### src/design/round_robin_mutex_scheduler_assert.svh
// Assertion macros for the round-robin mutex scheduler.
`ifndef ROUND_ROBIN_MUTEX_SCHEDULER_ASSERT_SVH
`define ROUND_ROBIN_MUTEX_SCHEDULER_ASSERT_SVH

`ifndef NO_ASSERTIONS

// The condition holds at every clock edge outside reset.
`define RRMS_ASSERT_ALWAYS(label, cond) \
   label: assert property (@(posedge clock) disable iff (reset) (cond)) \
      else $error("rrms: invariant violated");

// When the antecedent holds, the consequent holds in the same cycle.
`define RRMS_ASSERT_IMPLIES(label, ante, cons) \
   label: assert property (@(posedge clock) disable iff (reset) (ante) |-> (cons)) \
      else $error("rrms: implication violated");

// When the antecedent holds, the consequent holds in the following cycle.
`define RRMS_ASSERT_NEXT(label, ante, cons) \
   label: assert property (@(posedge clock) disable iff (reset) (ante) |=> (cons)) \
      else $error("rrms: sequence violated");

`else

`define RRMS_ASSERT_ALWAYS(label, cond)
`define RRMS_ASSERT_IMPLIES(label, ante, cons)
`define RRMS_ASSERT_NEXT(label, ante, cons)

`endif

`endif

### src/design/rrms_pkg.sv
// Shared types and constants of the round-robin mutex scheduler.
`timescale 1ns / 1ps

package rrms_pkg;

   localparam int ID_W      = 2;
   localparam int CMD_W     = 3;
   localparam int RES_W     = 2;
   localparam int STATUS_W  = 2;
   localparam int COUNT_W   = 3;
   localparam int QUANTUM_W = 8;

   localparam logic [QUANTUM_W-1:0] QUANTUM_RESET = 8'd2;

   localparam int NUM_PROCS_DEFAULT = 4;
   localparam int NUM_LOCKS_DEFAULT = 3;

   typedef enum logic [CMD_W-1:0] {
      CMD_ARRIVE   = 3'd0,
      CMD_DISPATCH = 3'd1,
      CMD_WAIT     = 3'd2,
      CMD_SIGNAL   = 3'd3,
      CMD_STEP     = 3'd4,
      CMD_FINISH   = 3'd5
   } cmd_type;

   typedef enum logic [STATUS_W-1:0] {
      STATUS_OK        = 2'd0,
      STATUS_FULL      = 2'd1,
      STATUS_EMPTY     = 2'd2,
      STATUS_BAD_STATE = 2'd3
   } status_type;

   typedef enum logic [1:0] {
      S_IDLE,
      S_EXEC,
      S_PUSH
   } state_type;

   typedef struct packed {
      logic [CMD_W-1:0] cmd;
      logic [ID_W-1:0]  proc_id;
      logic [RES_W-1:0] resource;
   } req_type;

   typedef struct packed {
      logic [STATUS_W-1:0] status;
      logic                granted;
      logic                got_blocked;
      logic                woken_valid;
      logic [ID_W-1:0]     woken_id;
      logic                preempted;
      logic                running_valid;
      logic [ID_W-1:0]     running_id;
      logic [COUNT_W-1:0]  ready_count;
   } rsp_type;

endpackage

### src/design/round_robin_mutex_scheduler.sv
// A request beat is accepted only in the idle state, and no new event is taken before
// the last is committed; a signal that both wakes a waiter and preempts also passes
// through S_PUSH, since both go to the ready-slot memory through its single write port.
// The slot memories are read on acceptance and written back in the execute cycle.
// Reset is synchronous and active high; it clears the control state.
// The slot memories are not cleared: an entry is only used after it has been written.
`timescale 1ns / 1ps

module round_robin_mutex_scheduler
   import rrms_pkg::*;
#(
   parameter int NUM_PROCS = NUM_PROCS_DEFAULT,
   parameter int NUM_LOCKS = NUM_LOCKS_DEFAULT
) (
   input  logic                 clock,
   input  logic                 reset,
   // request channel
   input  logic                 req_valid,
   output logic                 req_stall,
   input  req_type              req_data,
   // response channel
   output logic                 rsp_valid,
   input  logic                 rsp_stall,
   output rsp_type              rsp_data,
   // quantum register write port
   input  logic                 csr_wr_en,
   input  logic [QUANTUM_W-1:0] csr_wr_data
);

`include "round_robin_mutex_scheduler_assert.svh"

   // Slot index, queue size, lock index and wait-memory address widths.
   localparam int PW     = $clog2(NUM_PROCS);
   localparam int CW     = $clog2(NUM_PROCS + 1);
   localparam int SW     = CW + 1;
   localparam int LW     = (NUM_LOCKS > 1) ? $clog2(NUM_LOCKS) : 1;
   localparam int WDEPTH = NUM_LOCKS * NUM_PROCS;
   localparam int AW     = $clog2(WDEPTH);

   localparam logic [CW-1:0] FULL_SIZE = CW'(NUM_PROCS);

   // A head-plus-offset sum is always below twice the queue depth, so one
   // compare and subtract brings it back into range.
   function automatic logic [PW-1:0] wrap_slot(input logic [SW-1:0] sum);
      if (sum >= SW'(NUM_PROCS)) begin
         return PW'(sum - SW'(NUM_PROCS));
      end
      return PW'(sum);
   endfunction

   // Each lock owns a contiguous block of NUM_PROCS entries in the wait memory.
   function automatic logic [AW-1:0] slot_addr(input logic [LW-1:0] lock,
                                               input logic [PW-1:0] slot);
      return AW'(lock) * AW'(NUM_PROCS) + AW'(slot);
   endfunction

   // ------------------------------------------------------------------
   // State
   // ------------------------------------------------------------------
   state_type               state_ff, state_in;
   req_type                 req_ff;
   rsp_type                 rsp_data_ff, rsp_next;
   logic                    rsp_valid_ff;

   logic [QUANTUM_W-1:0]    quantum_ff;
   logic [PW-1:0]           ready_head_ff, ready_head_in;
   logic [CW-1:0]           ready_size_ff, ready_size_in;
   logic [PW-1:0]           wait_head_ff [NUM_LOCKS];
   logic [PW-1:0]           wait_head_in [NUM_LOCKS];
   logic [CW-1:0]           wait_size_ff [NUM_LOCKS];
   logic [CW-1:0]           wait_size_in [NUM_LOCKS];
   logic [NUM_LOCKS-1:0]    lock_held_ff, lock_held_in;
   logic                    run_valid_ff, run_valid_in;
   logic [ID_W-1:0]         run_id_ff, run_id_in;
   logic [QUANTUM_W-1:0]    slice_count_ff, slice_count_in;

   // The deferred second ready-slot write, performed in S_PUSH.
   logic [PW-1:0]           push_b_addr_ff;
   logic [ID_W-1:0]         push_b_data_ff;

   // ------------------------------------------------------------------
   // Handshake and control
   // ------------------------------------------------------------------
   logic accept;
   logic out_free;
   logic commit;
   logic push_phase;

   // The output register can take a new response when it is empty or its
   // current beat leaves at this edge.
   assign out_free = !rsp_valid_ff || !rsp_stall;

   // ------------------------------------------------------------------
   // Memory ports
   // ------------------------------------------------------------------
   logic            res_ok_now;
   logic [LW-1:0]   lock_now;
   logic [AW-1:0]   wait_rd_addr;
   logic [ID_W-1:0] ready_rd_data;
   logic [ID_W-1:0] wait_rd_data;

   logic            ready_wr_en;
   logic [PW-1:0]   ready_wr_addr;
   logic [ID_W-1:0] ready_wr_data;

   // Both memories are read on every accepted beat: the ready memory at the
   // queue head (for dispatch) and the wait memory at the head of the named
   // lock's queue (for signal). The execute cycle uses whichever it needs.
   assign res_ok_now   = int'(req_data.resource) < NUM_LOCKS;
   assign lock_now     = res_ok_now ? LW'(req_data.resource) : '0;
   assign wait_rd_addr = slot_addr(lock_now, wait_head_ff[lock_now]);

   // ------------------------------------------------------------------
   // Execute: decode the held request against the control state and the
   // registered read data, and work out every next value.
   // ------------------------------------------------------------------
   logic            res_ok;
   logic [LW-1:0]   lock_idx;
   logic [QUANTUM_W-1:0] slice_inc;
   logic            counts;
   status_type      status;
   logic            granted;
   logic            blocked;
   logic            woken_valid;
   logic [ID_W-1:0] woken_id;
   logic            preempted;
   logic            push_a_en;
   logic [PW-1:0]   push_a_addr;
   logic [ID_W-1:0] push_a_data;
   logic            push_b_en;
   logic [PW-1:0]   push_b_addr;
   logic [ID_W-1:0] push_b_data;
   logic            wait_we;
   logic [AW-1:0]   wait_wr_addr;

   assign res_ok   = int'(req_ff.resource) < NUM_LOCKS;
   assign lock_idx = res_ok ? LW'(req_ff.resource) : '0;

   // Instruction count saturates at its maximum.
   assign slice_inc = (slice_count_ff == '1) ? slice_count_ff : slice_count_ff + 1'b1;

   always_comb begin
      ready_head_in  = ready_head_ff;
      ready_size_in  = ready_size_ff;
      wait_head_in   = wait_head_ff;
      wait_size_in   = wait_size_ff;
      lock_held_in   = lock_held_ff;
      run_valid_in   = run_valid_ff;
      run_id_in      = run_id_ff;
      slice_count_in = slice_count_ff;

      status      = STATUS_OK;
      granted     = 1'b0;
      blocked     = 1'b0;
      woken_valid = 1'b0;
      woken_id    = '0;
      preempted   = 1'b0;
      counts      = 1'b0;

      push_a_en    = 1'b0;
      push_a_addr  = ready_head_ff;
      push_a_data  = '0;
      push_b_en    = 1'b0;
      push_b_addr  = ready_head_ff;
      push_b_data  = '0;
      wait_we      = 1'b0;
      wait_wr_addr = '0;

      unique case (req_ff.cmd) inside
         CMD_ARRIVE: begin
            // A newcomer goes in front of the head of the ready queue.
            if (ready_size_ff >= FULL_SIZE) begin
               status = STATUS_FULL;
            end else begin
               ready_head_in = (ready_head_ff == '0) ? PW'(NUM_PROCS - 1)
                                                     : ready_head_ff - 1'b1;
               push_a_en     = 1'b1;
               push_a_addr   = ready_head_in;
               push_a_data   = req_ff.proc_id;
               ready_size_in = ready_size_ff + 1'b1;
            end
         end
         CMD_DISPATCH: begin
            if (run_valid_ff) begin
               status = STATUS_BAD_STATE;
            end else if (ready_size_ff == '0) begin
               status = STATUS_EMPTY;
            end else begin
               run_id_in      = ready_rd_data;
               ready_head_in  = wrap_slot(SW'(ready_head_ff) + SW'(1));
               ready_size_in  = ready_size_ff - 1'b1;
               run_valid_in   = 1'b1;
               slice_count_in = '0;
            end
         end
         CMD_WAIT, CMD_SIGNAL, CMD_STEP, CMD_FINISH: begin
            if (!run_valid_ff) begin
               status = STATUS_BAD_STATE;
            end else if (req_ff.cmd == CMD_FINISH) begin
               run_valid_in   = 1'b0;
               slice_count_in = '0;
            end else if (req_ff.cmd == CMD_WAIT && res_ok) begin
               if (lock_held_ff[lock_idx]) begin
                  // Held lock: park the running process at the tail of the
                  // lock's wait queue, unless that queue is already full.
                  if (wait_size_ff[lock_idx] >= FULL_SIZE) begin
                     status = STATUS_FULL;
                  end else begin
                     wait_we      = 1'b1;
                     wait_wr_addr = slot_addr(lock_idx,
                        wrap_slot(SW'(wait_head_ff[lock_idx]) + SW'(wait_size_ff[lock_idx])));
                     wait_size_in[lock_idx] = wait_size_ff[lock_idx] + 1'b1;
                     run_valid_in   = 1'b0;
                     slice_count_in = '0;
                     blocked        = 1'b1;
                  end
               end else begin
                  lock_held_in[lock_idx] = 1'b1;
                  granted = 1'b1;
                  counts  = 1'b1;
               end
            end else if (req_ff.cmd == CMD_SIGNAL && res_ok) begin
               if (wait_size_ff[lock_idx] != '0) begin
                  // Hand the lock to the oldest waiter; it stays held.
                  if (ready_size_ff >= FULL_SIZE) begin
                     status = STATUS_FULL;
                  end else begin
                     woken_id = wait_rd_data;
                     wait_head_in[lock_idx] =
                        wrap_slot(SW'(wait_head_ff[lock_idx]) + SW'(1));
                     wait_size_in[lock_idx] = wait_size_ff[lock_idx] - 1'b1;
                     push_a_en     = 1'b1;
                     push_a_addr   = wrap_slot(SW'(ready_head_ff) + SW'(ready_size_ff));
                     push_a_data   = wait_rd_data;
                     ready_size_in = ready_size_ff + 1'b1;
                     woken_valid   = 1'b1;
                     counts        = 1'b1;
                  end
               end else begin
                  lock_held_in[lock_idx] = 1'b0;
                  counts = 1'b1;
               end
            end else begin
               // Step, or a wait or signal naming a lock that does not exist.
               counts = 1'b1;
            end
         end
         default: begin
         end
      endcase

      // Quantum accounting for instructions that took effect.
      if (counts) begin
         slice_count_in = slice_inc;
         if (slice_inc >= quantum_ff) begin
            if (ready_size_in >= FULL_SIZE) begin
               // No room to requeue: keep running and try after the next one.
               status = STATUS_FULL;
            end else begin
               if (push_a_en) begin
                  push_b_en   = 1'b1;
                  push_b_addr = wrap_slot(SW'(ready_head_in) + SW'(ready_size_in));
                  push_b_data = run_id_ff;
               end else begin
                  push_a_en   = 1'b1;
                  push_a_addr = wrap_slot(SW'(ready_head_in) + SW'(ready_size_in));
                  push_a_data = run_id_ff;
               end
               ready_size_in  = ready_size_in + 1'b1;
               run_valid_in   = 1'b0;
               slice_count_in = '0;
               preempted      = 1'b1;
            end
         end
      end
   end

   always_comb begin
      rsp_next.status        = status;
      rsp_next.granted       = granted;
      rsp_next.got_blocked   = blocked;
      rsp_next.woken_valid   = woken_valid;
      rsp_next.woken_id      = woken_id;
      rsp_next.preempted     = preempted;
      rsp_next.running_valid = run_valid_in;
      rsp_next.running_id    = run_valid_in ? run_id_in : '0;
      rsp_next.ready_count   = COUNT_W'(ready_size_in);
   end

   // ------------------------------------------------------------------
   // Sequencer: idle, execute, and an optional second ready-slot write.
   // ------------------------------------------------------------------
   always_comb begin
      state_in = state_ff;
      unique case (state_ff)
         S_IDLE: begin
            if (req_valid) begin
               state_in = S_EXEC;
            end
         end
         S_EXEC: begin
            if (out_free) begin
               state_in = push_b_en ? S_PUSH : S_IDLE;
            end
         end
         S_PUSH: begin
            state_in = S_IDLE;
         end
         default: begin
            state_in = S_IDLE;
         end
      endcase
   end

   always_comb begin
      req_stall  = 1'b1;
      accept     = 1'b0;
      commit     = 1'b0;
      push_phase = 1'b0;
      unique case (state_ff)
         S_IDLE: begin
            req_stall = 1'b0;
            accept    = req_valid;
         end
         S_EXEC: begin
            commit = out_free;
         end
         S_PUSH: begin
            push_phase = 1'b1;
         end
         default: begin
         end
      endcase
   end

   // ------------------------------------------------------------------
   // Registers
   // ------------------------------------------------------------------
   always_ff @(posedge clock) begin
      if (reset) begin
         state_ff <= S_IDLE;
      end else begin
         state_ff <= state_in;
      end
   end

   always_ff @(posedge clock) begin
      if (accept) begin
         req_ff <= req_data;
      end
      if (commit) begin
         rsp_data_ff <= rsp_next;
      end
      if (commit && push_b_en) begin
         push_b_addr_ff <= push_b_addr;
         push_b_data_ff <= push_b_data;
      end
   end

   always_ff @(posedge clock) begin
      if (reset) begin
         rsp_valid_ff <= 1'b0;
      end else if (commit) begin
         rsp_valid_ff <= 1'b1;
      end else if (!rsp_stall) begin
         rsp_valid_ff <= 1'b0;
      end
   end

   always_ff @(posedge clock) begin
      if (reset) begin
         quantum_ff     <= QUANTUM_RESET;
         ready_head_ff  <= '0;
         ready_size_ff  <= '0;
         lock_held_ff   <= '0;
         run_valid_ff   <= 1'b0;
         run_id_ff      <= '0;
         slice_count_ff <= '0;
         for (int i = 0; i < NUM_LOCKS; i++) begin
            wait_head_ff[i] <= '0;
            wait_size_ff[i] <= '0;
         end
      end else begin
         if (csr_wr_en) begin
            quantum_ff <= csr_wr_data;
         end
         if (commit) begin
            ready_head_ff  <= ready_head_in;
            ready_size_ff  <= ready_size_in;
            wait_head_ff   <= wait_head_in;
            wait_size_ff   <= wait_size_in;
            lock_held_ff   <= lock_held_in;
            run_valid_ff   <= run_valid_in;
            run_id_ff      <= run_id_in;
            slice_count_ff <= slice_count_in;
         end
      end
   end

   // ------------------------------------------------------------------
   // Slot memories
   // ------------------------------------------------------------------
   assign ready_wr_en   = (commit && push_a_en) || push_phase;
   assign ready_wr_addr = push_phase ? push_b_addr_ff : push_a_addr;
   assign ready_wr_data = push_phase ? push_b_data_ff : push_a_data;

   rrms_slot_ram #(
      .DEPTH  (NUM_PROCS),
      .DATA_W (ID_W)
   ) u_ready_ram (
      .clock   (clock),
      .wr_en   (ready_wr_en),
      .wr_addr (ready_wr_addr),
      .wr_data (ready_wr_data),
      .rd_en   (accept),
      .rd_addr (ready_head_ff),
      .rd_data (ready_rd_data)
   );

   rrms_slot_ram #(
      .DEPTH  (WDEPTH),
      .DATA_W (ID_W)
   ) u_wait_ram (
      .clock   (clock),
      .wr_en   (commit && wait_we),
      .wr_addr (wait_wr_addr),
      .wr_data (run_id_ff),
      .rd_en   (accept),
      .rd_addr (wait_rd_addr),
      .rd_data (wait_rd_data)
   );

   assign rsp_valid = rsp_valid_ff;
   assign rsp_data  = rsp_data_ff;

   // ------------------------------------------------------------------
   // Assertions
   // ------------------------------------------------------------------
   // The ready queue never holds more entries than there are slots.
   `RRMS_ASSERT_ALWAYS(a_ready_size_bound, ready_size_ff <= FULL_SIZE)
   // With nothing on the processor the instruction count is always cleared.
   `RRMS_ASSERT_IMPLIES(a_idle_slice_clear, !run_valid_ff, slice_count_ff == '0)
   // A response beat only appears out of the execute cycle.
   `RRMS_ASSERT_NEXT(a_rsp_from_exec, !rsp_valid_ff && state_ff != S_EXEC, !rsp_valid_ff)

endmodule

### src/design/rrms_slot_ram.sv
// Single-port-write, registered-read slot memory for process identifiers.
`timescale 1ns / 1ps

module rrms_slot_ram
   import rrms_pkg::*;
#(
   parameter int DEPTH  = NUM_PROCS_DEFAULT,
   parameter int DATA_W = ID_W,
   localparam int AW    = (DEPTH > 1) ? $clog2(DEPTH) : 1
) (
   input  logic              clock,
   input  logic              wr_en,
   input  logic [AW-1:0]     wr_addr,
   input  logic [DATA_W-1:0] wr_data,
   input  logic              rd_en,
   input  logic [AW-1:0]     rd_addr,
   output logic [DATA_W-1:0] rd_data
);

   logic [DATA_W-1:0] mem [DEPTH];
   logic [DATA_W-1:0] rd_data_ff;

   always_ff @(posedge clock) begin
      if (wr_en) begin
         mem[wr_addr] <= wr_data;
      end
      if (rd_en) begin
         rd_data_ff <= mem[rd_addr];
      end
   end

   assign rd_data = rd_data_ff;

endmodule

### config.mk
export PLATFORM = sky130hd
export DESIGN_NAME = round_robin_mutex_scheduler
export DESIGN_NICKNAME = d
export VERILOG_FILES = /design/src/design/rrms_pkg.sv /design/src/design/round_robin_mutex_scheduler.sv /design/src/design/rrms_slot_ram.sv
export VERILOG_INCLUDE_DIRS = /design/src /design/src/design
export SDC_FILE = /design/constraint.sdc
export NUM_CORES = 1
export LEC_CHECK = 0
export BUFFER_PORTS_ARGS = -buffer_cell sky130_fd_sc_hd__buf_2
export CAP_MARGIN = 25
export CORE_AREA = 3 3 143 145
export CTS_BUF_LIST = sky130_fd_sc_hd__clkbuf_8
export DETAILED_ROUTE_END_ITERATION = 12
export DIE_AREA = 0 0 146 148
export PLACE_DENSITY_LB_ADDON = 0.3
export SYNTH_ARGS = -nofsm -noshare
export SYNTH_HDL_FRONTEND = slang
export SYNTH_SLANG_ARGS = --single-unit
### constraint.sdc
create_clock -name clock -period 7.9 [get_ports clock]
set_clock_uncertainty 0.15 [all_clocks]
set_input_delay 1.185 -clock clock [delete_from_list [all_inputs] [get_ports clock]]
set_output_delay 1.185 -clock clock [all_outputs]
set_load 0.005 [all_outputs]
==> summary.txt <==
RUN STATUS
-----------------------------------------------------------------------------
Status                                                              completed

SYNTHESIS
-----------------------------------------------------------------------------
Count of flip-flops with a built-in enable after synthesis                 61
Largest area contributor in the netlist                          sky130_fd_sc_hd__edfxtp_1
Instance count of the mapped netlist                                      575
Post-synth top area share                                              0.3187
Async set-reset flop share out of synthesis                                 0
Most frequent cell after synthesis                               sky130_fd_sc_hd__nor2_1
#FFs+latches synth                                                        106
Netlist cell types                                                         63
Commonest cells post-synth                                       sky130_fd_sc_hd__nor2_1 (64), sky130_fd_sc_hd__edfxtp_1 (61), sky130_fd_sc_hd__nand2_1 (57)
Netlist area before placement                                      5748 sq um
Sequential fraction of the synthesis area                              0.4754
Cell types with the largest area share after synthesis           sky130_fd_sc_hd__edfxtp_1 (32%), sky130_fd_sc_hd__dfxtp_1 (16%), sky130_fd_sc_hd__mux2i_1 (8.9%)
Post-synthesis average cell area                                  9.997 sq um
Yosys warning count                                                         0
Net Count, Synth                                                          626
Commonest register cell after synthesis                          sky130_fd_sc_hd__edfxtp_1

TIMING
-----------------------------------------------------------------------------
Max-slew headroom                                                      0.4022
Fraction of the cycle the final worst path needs                       0.6024
Final Hold Viols                                                            0
Aggregate negative setup slack                                           0 ns
Worst-case hold slack                                               0.3222 ns
Final number of setup-violating endpoints                                   0
Final Max Tran Viols                                                        0
Top achievable clock speed                                          210.1 MHz
Worst-Margin Slew                                                   0.8967 ns
Final Critical Period                                                4.759 ns
Unrepaired setup endpoints after global routing                         false

DETAILED ROUTING
-----------------------------------------------------------------------------
WL per Instance                                                      15.38 um
Detailed router's first-iteration violation count                         296
Number of nets still failing antenna checks after routing                   0
Routed Wire Length                                                   13.34 mm
Drc violations                                                              0
Vias per std cell                                                       4.877
First-pass detailed-route iteration total                                   4
Routed vias                                                              4228

CRITICAL PATH
-----------------------------------------------------------------------------
Crit Path Class                                                  register to register
Startpoint class of the critical path                                register
Max FO, Critical Path                                                      13
CP arrival                                                            4.69 ns
Worst endpoint required time                                          7.84 ns
Worst setup EP type                                                  register

PLACED DESIGN
-----------------------------------------------------------------------------
Cell area after placement                                          6158 sq um
Placer Congestion                                                      0.8511
Count of port buffers added during placement                               35
# placed instances                                                        850
Hpwl dp                                                              9.987 mm

FLOORPLAN
-----------------------------------------------------------------------------
Number of placed I/O pins                                                  36
Core Region                                                       19330 sq um
Y dimension of the die                                                 148 um
Initial cell density of the core                                       0.2973
Full die area                                                     21610 sq um
Rows                                                                       51
Width of the die                                                       146 um

FINAL LAYOUT
-----------------------------------------------------------------------------
Ratio of cells with drive above 1 in the final layout                  0.1179
Inserted Diodes                                                             0
Syn-to-layout area delta                                               11.30%
Final Net Count                                                           648
Fin area                                                           6397 sq um
Number of standard cells in the final layout excluding fillers            867

CTS
-----------------------------------------------------------------------------
Clock tree from TritonCTS                                               built
Clock transition at path regs                                         0.11 ns
Post-cts hold buffer count                                                  0
Number of buffers created by CTS                                            9
Clock root buffer                                                sky130_fd_sc_hd__clkbuf_8
Maximum count of clock buffers along a single path                          2
Postcts setup bufs                                                          0
Number of cells upsized or downsized after cts                              0
Clock sink total                                                          106
Insertion delay to the later sink of the worst-skew pair              0.40 ns
Number of H-tree branching levels                                           3

GRT
-----------------------------------------------------------------------------
Via count of the first global-routing pass                               4267
Wire length of the first global-routing pass                         21.74 mm
Largest net degree at the start of global routing                          46
Met2 usage                                                             0.2114
Peak-usage layer in the global routing report                            met2
Met1 Track Usage GR                                                    0.1548
Final global-route overflow total                                           0
Met3 Resource Use GR                                                  0.02544
Antenna violations before repair                                            0
Total Routing Usage GR                                                 0.1252

POWER AND IR DROP
-----------------------------------------------------------------------------
Static power due to leakage                                          2.528 nW
Peak VDD IR                                                        0.06913 mV
Total power per unit cell area                                   170.2 nW/um^2
Final total power                                                    1.089 mW

HOLD PATH
-----------------------------------------------------------------------------
Type of the most critical hold path                              register to register

FLOW RUN
-----------------------------------------------------------------------------
Max Cap Violations                                                          0

## worst max-delay path, cell delays in order (launching register included)
cell and delay, ns:
sky130_fd_sc_hd__edfxtp_1 0.45, sky130_fd_sc_hd__inv_1 0.11, sky130_fd_sc_hd__ha_1 0.43, sky130_fd_sc_hd__mux2i_1 0.24
sky130_fd_sc_hd__o22a_1 0.25, sky130_fd_sc_hd__ha_1 0.22, sky130_fd_sc_hd__ha_1 0.22, sky130_fd_sc_hd__nand2b_1 0.22
sky130_fd_sc_hd__nor2_1 0.09, sky130_fd_sc_hd__a221oi_1 0.57, sky130_fd_sc_hd__or4b_1 0.65, sky130_fd_sc_hd__clkinv_2 0.16
sky130_fd_sc_hd__nand3_1 0.09, sky130_fd_sc_hd__o221a_2 0.26, sky130_fd_sc_hd__nor3b_1 0.31
## layout by cell type, fill, tap and decap left out, drive strengths merged, types with 17 or more instances in the layout
master and n:
a21oi 29, o21ai 22, nor3 17, inv 33, nand2 60, edfxtp 61
mux2i 51, dfxtp 45, ha 31, nor2 64, buf 38
## stage by stage
step,setup slack (ns),utilization
2_1_floorplan,3.681,-
5_1_grt,2.727,0.3309
6_report,3.141,0.3309
4_1_cts,3.140,0.3305
3_3_place_gp,3.398,0.3185
3_5_place_dp,3.180,0.3185
## state kept, by name, indices dropped and copies added (netlist names), 2 cells and up, named ones only
| register | flops |
|---|---|
| push_b_data_ff | 2 |
| u_wait_ram.rd_data | 2 |
| quantum_ff | 8 |
| ready_size_ff | 3 |
| rsp_data | 14 |
| run_id_ff | 2 |
| wait_head_ff | 6 |
| push_b_addr_ff | 2 |
| req_ff | 7 |
| slice_count_ff | 8 |
| u_ready_ram.mem | 8 |
| u_ready_ram.rd_data | 2 |
| wait_size_ff | 6 |
| state_ff | 2 |
| ready_head_ff | 2 |
| u_wait_ram.mem | 24 |
## where the power goes
group	leakage [nW]	internal (mW)	switching (mW)	total [mW]
Sequential	0.908	0.592	0.00894	0.601
Combinational	1.51	0.0366	0.0593	0.0959
Clock	0.113	0.184	0.208	0.392
## kinds of logic (layout without fill, tap and decap cells)
| group | Yosys count | in the layout | synth area share |
|---|---|---|---|
| fa+ha+maj | 31 | 31 | 0.06748 |
| mux | 56 | 56 | 0.1025 |
| buf+inv | 59 | 86 | 0.04049 |
| compound gates | 101 | 101 | 0.1182 |
| xor+xnor | 14 | 14 | 0.02133 |
| simple gates | 208 | 208 | 0.1746 |
| flops | 106 | 106 | 0.4754 |
## worst paths after layout
path | end | slack (ns) | from | depth (start not counted)
worst max-delay path | u_ready_ram.mem[0][0] | 3.14 | req_ff[0] | 14
worst min-delay path | wait_size_ff[8] | 0.32 | wait_size_ff[8] | 2
worst max register to register | u_ready_ram.mem[0][0] | 3.14 | req_ff[0] | 14
worst min register to register | wait_size_ff[8] | 0.32 | wait_size_ff[8] | 2
## routing by layer
| layer | up-vias | wire length, um | share of wire |
|---|---|---|---|
| met5 | - | 0 | 0 |
| met1 | 2021 | 6058 | 0.45 |
| met4 | 0 | 284 | 0.021 |
| met3 | 25 | 555 | 0.042 |
| li1 | 2098 | - | - |
| met2 | 84 | 6437 | 0.48 |
## final cells by class
| class | instances | area (sq um) |
|---|---|---|
| Clock buffer | 9 | 123.9 |
| Fill cell | 1943 | 12940 |
| Inverter | 32 | 121.4 |
| Tap cell | 265 | 331.6 |
| Timing Repair Buffer | 38 | 197.7 |
| Clock inverter | 7 | 107.6 |
| Sequential cell | 106 | 2733 |
| Multi-Input combinational cell | 410 | 2783 |
No activity file was read; power rests on OpenSTA's default activity.
